[config.mk]
export PLATFORM = sky130hd
export DESIGN_NAME = bsbc_front
export DESIGN_NICKNAME = d
export VERILOG_FILES = /design/src/hw/rtl/bsbc_pkg.sv /design/src/hw/rtl/bsbc_front.sv
export SDC_FILE = /design/constraint.sdc
export NUM_CORES = 1
export LEC_CHECK = 0
export BUFFER_PORTS_ARGS = -buffer_cell sky130_fd_sc_hd__buf_2
export CELL_PAD_IN_SITES_DETAIL_PLACEMENT = 0
export CELL_PAD_IN_SITES_GLOBAL_PLACEMENT = 1
export CORE_AREA = 2 2 319 321
export DETAILED_ROUTE_END_ITERATION = 10
export DIE_AREA = 0 0 321 323
export GPL_TIMING_DRIVEN = 0
export PLACE_DENSITY_LB_ADDON = 0.1
export RECOVER_POWER = 100
export SLEW_MARGIN = 20
export SYNTH_ARGS = -nofsm -noshare
export SYNTH_HDL_FRONTEND = slang
export SYNTH_SLANG_ARGS = --single-unit
[constraint.sdc]
create_clock -name clk -period 21.1 [get_ports clk]
set_input_delay 4.22 -clock clk [delete_from_list [all_inputs] [get_ports clk]]
set_output_delay 4.22 -clock clk [all_outputs]
set_load 0.01 [all_outputs]
[src/hw/rtl/bsbc_pkg.sv]
`timescale 1ns / 1ps
// ----------------------------------------------------------------------------
// bsbc_pkg
// shared types and constants for the box screen bounds classifier
// ----------------------------------------------------------------------------
package bsbc_pkg;

  localparam int Corners = 8;
  localparam int DotW = 68;   // exact signed width of one matrix row dot product
  localparam int TrkW = 44;   // tracked screen bound width
  localparam logic signed [TrkW-1:0] TrackInit = 44'sh0003FFFFFFF;
  localparam logic signed [TrkW-1:0] SatLimit = 44'sh10000000000;

  localparam logic [1:0] CmdLoadRow = 2'd0;
  localparam logic [1:0] CmdLoadClip = 2'd1;
  localparam logic [1:0] CmdClassify = 2'd2;

  localparam logic [1:0] VerdictCulled = 2'd0;
  localparam logic [1:0] VerdictVisible = 2'd1;
  localparam logic [1:0] VerdictClip = 2'd2;

  localparam logic [2:0] RegNear = 3'd0;
  localparam logic [2:0] RegFar = 3'd1;
  localparam logic [2:0] RegPersp = 3'd2;
  localparam logic [2:0] RegCx = 3'd3;
  localparam logic [2:0] RegCy = 3'd4;
  localparam logic [2:0] RegWx = 3'd5;
  localparam logic [2:0] RegWy = 3'd6;

  // queued box job from the front part
  typedef struct packed {
    logic signed [31:0] x0;
    logic signed [31:0] x1;
    logic signed [31:0] y0;
    logic signed [31:0] y1;
    logic signed [15:0] z0;
    logic signed [15:0] z1;
    logic               reject;
  } job_t;

endpackage

[src/hw/rtl/bsbc_front.sv]
`timescale 1ns / 1ps
// ----------------------------------------------------------------------------
// bsbc_front
// accepts input transactions, applies loads, queues classify jobs
// ----------------------------------------------------------------------------
module bsbc_front import bsbc_pkg::*; (
  input  logic               clk,
  input  logic               rst,
  input  logic               in_valid,
  output logic               in_ready,
  input  logic [1:0]         command,
  input  logic [1:0]         row_index,
  input  logic signed [31:0] word0,
  input  logic signed [31:0] word1,
  input  logic signed [31:0] word2,
  input  logic signed [31:0] word3,
  input  logic signed [15:0] word4,
  input  logic signed [15:0] word5,
  input  logic               outside_flag,
  input  logic [30:0]        far_depth,
  input  logic               back_busy,
  output logic signed [31:0] mat [12],
  output logic signed [15:0] clip [4],
  output logic               job_valid,
  input  logic               job_ready,
  output job_t               job
);

  // two entry job queue
  job_t       q [2];
  logic       wp, rp;
  logic [1:0] cnt;
  logic       acc, push, pop, is_load;

  // loads wait for queued and running jobs so they never see a new matrix
  assign is_load = (command == CmdLoadRow) || (command == CmdLoadClip);
  assign in_ready = is_load ? (cnt == 2'd0 && !back_busy) : (cnt != 2'd2);
  assign acc = in_valid && in_ready;
  assign push = acc && (command == CmdClassify);
  assign pop = job_valid && job_ready;
  assign job_valid = cnt != 2'd0;
  assign job = q[rp];

  always_ff @(posedge clk) begin
    if (rst) begin
      wp <= 1'b0;
      rp <= 1'b0;
      cnt <= 2'd0;
      for (int i = 0; i < 12; i++) mat[i] <= '0;
      for (int i = 0; i < 4; i++) clip[i] <= '0;
    end else begin
      if (push) begin
        q[wp].x0 <= word0;
        q[wp].x1 <= word1;
        q[wp].y0 <= word2;
        q[wp].y1 <= word3;
        q[wp].z0 <= word4;
        q[wp].z1 <= word5;
        q[wp].reject <= !outside_flag && (mat[11] >= $signed({1'b0, far_depth}));
        wp <= ~wp;
      end
      if (pop) rp <= ~rp;
      cnt <= cnt + {1'b0, push} - {1'b0, pop};
      if (acc && command == CmdLoadRow && row_index != 2'd3) begin
        mat[{row_index, 2'd0}] <= word0;
        mat[{row_index, 2'd1}] <= word1;
        mat[{row_index, 2'd2}] <= word2;
        mat[{row_index, 2'd3}] <= word3;
      end
      if (acc && command == CmdLoadClip) begin
        clip[0] <= word0[15:0];
        clip[1] <= word1[15:0];
        clip[2] <= word2[15:0];
        clip[3] <= word3[15:0];
      end
    end
  end

endmodule

# Word level (Yosys, flattened, before mapping)
# Memories as Yosys holds them, arrays and structs flattened. A register that Yosys moved wholly into a read port is not among the register bits.
# Index checks and enable logic that the tools add are counted.
dict set report classes {
  n_lt_le_gt_ge 9
  eq_ne 4
  add_sub_neg 2
  n_mux 18
  bitwise_logic 6
  n_reduce_logical 18
}
# operator count
set op_table {}
lappend op_table {{$bwmux W384} 4}
lappend op_table {{$demux W32 S4} 4}
lappend op_table {{$mux W32} 4}
lappend op_table {{$ge A32 B32 Y1} 1}
lappend op_table {{$ge A5 B5 Y1 const B} 4}
lappend op_table {{$lt A5 B1 Y1 const B} 4}
lappend op_table {{$not A4 Y5} 4}
lappend op_table {{$logic_and A1 B1 Y1} 12}
lappend op_table {{$mux W1} 6}
lappend op_table {{$logic_not A2 Y1} 2}
lappend op_table {{$ne A2 B2 Y1 const B} 2}
lappend op_table {{$add A2 B1 Y2} 1}
lappend op_table {{$eq A2 B1 Y1 const B} 1}
lappend op_table {{$eq A2 B2 Y1 const B} 1}
lappend op_table {{$logic_not A1 Y1} 2}
lappend op_table {{$not A1 Y1} 2}
lappend op_table {{$reduce_bool A2 Y1} 1}
lappend op_table {{$sub A2 B1 Y2} 1}
lappend op_table {{$logic_or A1 B1 Y1} 1}
dict set report totals {
  in_bits 201
  mem_count 1
  word_cells 77
  ramBits 322
  output_inout_bits 611
  reg_bits 452
}
# memory depth word_bits read_ports rd_clocked_by_memory_dff write_ports line
set mem_list {}
lappend mem_list {q 2 161 1 1 1 bsbc_front.sv:30} ;# job_t q [2];

# Depth between registers and ports, before layout
dict set report depth {
  depth_word 9
  depth_mapped 8
}

# Worst setup path before layout
# No wires, ideal clock.
dict set report synth_timing {
  path_type {input-to-reg}
  start {input port rst}
  end {memory q[1][0] (netlist bit) (enable)}
  arrival_time_ps 16254
  path_stages 3
  path_slack_ps 3934
  required_time_ps 20188
  path_buffers 2
  setup_ps 912
  cell_sequence {clkbuf_1 > clkbuf_1 > nor3b_1}
}
dict set report synth_via {
  elab_chain_cells 2
}
# element line
set synth_rtl {}
lappend synth_rtl {{start, declared} bsbc_front.sv:8} ;# input logic rst,
lappend synth_rtl {{$mux W1} bsbc_front.sv:45} ;# if (rst) begin
lappend synth_rtl {{$mux W1 (not written as such)} bsbc_front.sv:59} ;# q[wp].reject <= !outside_flag && (mat[11] >= $signed({1'b0, far_depth}));
lappend synth_rtl {{end, declared} bsbc_front.sv:30}
# Every way passes these cells.

# Final worst setup path
dict set report layout_timing {
  start {input port command[1]}
  end {output port in_ready}
}
dict set report layout_via {
  elab_chain_cells 3
  word_cells_on_any_way 4
}
# element line
set layout_rtl {}
lappend layout_rtl {{start, declared} bsbc_front.sv:11} ;# input logic [1:0] command,
lappend layout_rtl {{$eq A2 B1 Y1 or $logic_not A2 Y1 (tied branches)} bsbc_front.sv:36} ;# assign is_load = (command == CmdLoadRow) || (command == CmdLoadClip);
lappend layout_rtl {{$logic_or A1 B1 Y1 (*)} bsbc_front.sv:36}
lappend layout_rtl {{$mux W1 (*)} bsbc_front.sv:37} ;# assign in_ready = is_load ? (cnt == 2'd0 && !back_busy) : (cnt != 2'd2);
lappend layout_rtl {{end, declared} bsbc_front.sv:10} ;# output logic in_ready,
# Every way passes the cells marked *; elsewhere a longest branch is shown, timed or not.

==> results.yml <==
sta:
  period_share_pct: 44.3
  slew_headroom_pct: -13.5
  worstMarginPinSlew_ps: 1700
  fin_ws_ps: 11750
  clock.fmax_mhz: 107
  hold_viol: 0
  fin_crit_ps: 9350
  rsz0062_at_grt: "false"
  drv_slew: 34
  setup_viol_count_final: 0
  finalClockSkew_ps: 17.7
route:
  drc: 0
  drt_first_pass_iters: 9
  routedWlPerCell_um: 22.9
  routed_wl_um: 113000
  drt_iter0_markers: 1206
  vias: 22487
  viasPerCell: 4.56
  drt.antenna.violating_nets: 0
logic_synthesis:
  synth_edf_count: 322
  yosys_warnings: 0
  synth_area_per_cell_um2: 10.8
  yosys-top-cells-area: "edfxtp_1 35%, dfxtp_1 32%, nand2_1 12%"
  synth-seq-cells: 775
  synth_top_area_share_pct: 34.5
  yosys.area.top_type: "edfxtp_1"
  ys_seq_area_share_pct: 66.9
  syn_inst: 2589
  synthFlopType: "dfxtp_1"
  yosys.cell_types.count: 42
  synth-async-reset-ratio_pct: 0
  syn_area_um2: 28000
  mappedNetlistNets: 2823
critical_path:
  cp-startpoint: "command[1]"
  critPathLaunchType: "primary input"
  r2r_slack_ps: 16350
  timing.rr.start: "cnt[0]$_SDFF_PP0_"
  cp-endpoint: "in_ready"
  arrival_ps: 5130
  critical_path_class: "primary input to output pin"
  r2r_cells: 8
  worstSetupEndpointType: "output pin"
  required_ps: 16880
  worstPathMaxFanout: 5
  r2r_end: "q[1][89]$_DFFE_PP_"
pwr:
  p_clk_share_pct: 43.8
  ir_worst_vdd_mv: 0.0517
  power_frac_comb_pct: 11.2
  power_mw: 3.55
  seq_power_share_pct: 45.0
  p_leak_nw: 11.7
  swShare_pct: 26.0
  p_per_area_nw_per_um2: 99.2
  p_int_mw: 2.63
  switchingPower_mw: 0.924
floorplanning:
  die_area_um2: 104000
  die_w_um: 321
  io_pins: 812
  dieHeight_um: 323
  start_util_pct: 27.8
  rows: 117
  core_um2: 101000
place:
  dpl.hpwl_um: 86900
  routabilityCongestion: 0.823
  dp_cells: 4752
  post-place-ws_ps: 11970
  port_buffers: 810
  dpl_cell_area_um2: 34100
clock_tree:
  cts_tree: "done"
  h-tree-depth: 3
  cts_sinks: 775
  cts_buffer_depth: 3
  clk_latency_ps: 660
  post-cts-setup-buffers: 0
  cts_hold_buf: 0
  root_buffer: "clkbuf_16"
  clkTransAtPathRegs_ps: 60
  cts_made_buffers: 90
  cts_resized: 0
layout:
  final_cell_mix: "921 x clkbuf_1, 904 x nand2_1, 459 x a21oi_1"
  area_growth_pct: 28.0
  nets: 3769
  layout-drive-gt1-share_pct: 11.4
  final_cell_area_um2: 35800
  final_common_cell: "clkbuf_1"
  utilization_pct: 35.6
  stdcell_count: 4928
global_route:
  grt_start_max_net_pins: 14
  grt_first_pass_wirelength_um: 158000
  grt.overflow.total: 0
  grt_pass1_vias: 22471
  antenna_found_initial: 16
  grt_use_total_pct: 20.9
status:
  violations: "capacitance limit, slew limit"
  outcome: "complete, but fails checks"
worst_hold_path:
  hold_depth: 2
  hp-class: "register to register"
job:
  maxCapViolations: 3
==> routing by layer <==
| layer | up-vias | wire [um] | global-route usage, % |
|---|---|---|---|
| met5 | - | 45 | 0 |
| met4 | 10 | 3660 | 7.88 |
| met3 | 179 | 9070 | 6.84 |
| met2 | 715 | 56300 | 36.9 |
| met1 | 10913 | 43700 | 23.5 |
| li1 | 10670 | - | - |
==> layout make-up <==
cell class                      instances  area [um^2]
Clock buffer                          130         2540
Inverter                               35          131
Antenna cell                            8         20.0
Timing Repair Buffer                  854         3310
Buffer                                166          768
Tap cell                             1309         1640
Clock inverter                         38          403
Multi-Input combinational cell       1613         8290
Sequential cell                       775        18700
Fill cell                           10654        64900
==> sequential cells by signal (all words and copies together), names as in the netlist, named ones only <==
register  cells
clip         64
cnt           2
mat         384
q           322
rp            1
wp            1
==> Yosys cell counts, types with 3 or more instances <==
cell,n
a21oi_1,459
buf_1,5
buf_2,81
buf_4,3
buf_6,13
clkbuf_1,64
dfxtp_1,453
edfxtp_1,322
ha_1,33
inv_1,35
mux2_2,161
nand2_1,904
nand2b_1,3
nand4_1,5
nor2_1,10
nor2b_1,3
o21ai_0,4
==> stage by stage <==
stage,TNS [ps],hold slack [ps]
after floorplan,0,476
after global placement,-1801960,438
after global routing,0,465
after CTS,0,451
final,0,448
after detailed placement,0,444
==> critical path, stage by stage <==
cell	delay, ps
clkbuf_1	140
o21ai_0	490
inv_1	90
clkbuf_1	180
==> power by group through the flow <==
stage	logic, mW	clock network (mW)	registers (mW)
detailed placement	0.434	0	1.63
finish	0.398	1.56	1.60
floorplan	0.206	0	1.64
global route	0.432	1.65	1.60
global placement	0.425	0	1.64
CTS	0.436	1.60	1.60
==> worst min path at each step <==
stage / startpoint / slack, ps / endpoint
after detailed placement: mat[310]$_SDFFE_PP0P_ / 440 / mat[310]$_SDFFE_PP0P_
after global placement: mat[280]$_SDFFE_PP0P_ / 440 / mat[280]$_SDFFE_PP0P_
after CTS: mat[357]$_SDFFE_PP0P_ / 450 / mat[357]$_SDFFE_PP0P_
after global routing: mat[326]$_SDFFE_PP0P_ / 470 / mat[326]$_SDFFE_PP0P_
final: mat[296]$_SDFFE_PP0P_ / 450 / mat[296]$_SDFFE_PP0P_
after floorplan: mat[256]$_SDFFE_PP0P_ / 480 / mat[256]$_SDFFE_PP0P_
==> logic make-up (layout without fill, tap and decap cells) <==
| kind of cell | after synthesis | after routing | share of synthesized area (%) |
|---|---|---|---|
| AO/OA/AOI/OAI | 474 | 474 | 8.60 |
| XOR/XNOR | 4 | 4 | 0.125 |
| adder cells (fa/ha/maj) | 33 | 33 | 1.48 |
| buffers and inverters | 201 | 1223 | 3.45 |
| flip-flops | 775 | 775 | 66.9 |
| multiplexers | 161 | 161 | 6.48 |
| other | 0 | 8 | 0 |
| AND/OR/NAND/NOR | 941 | 941 | 12.9 |
No activity file was read; power rests on OpenSTA's default activity.
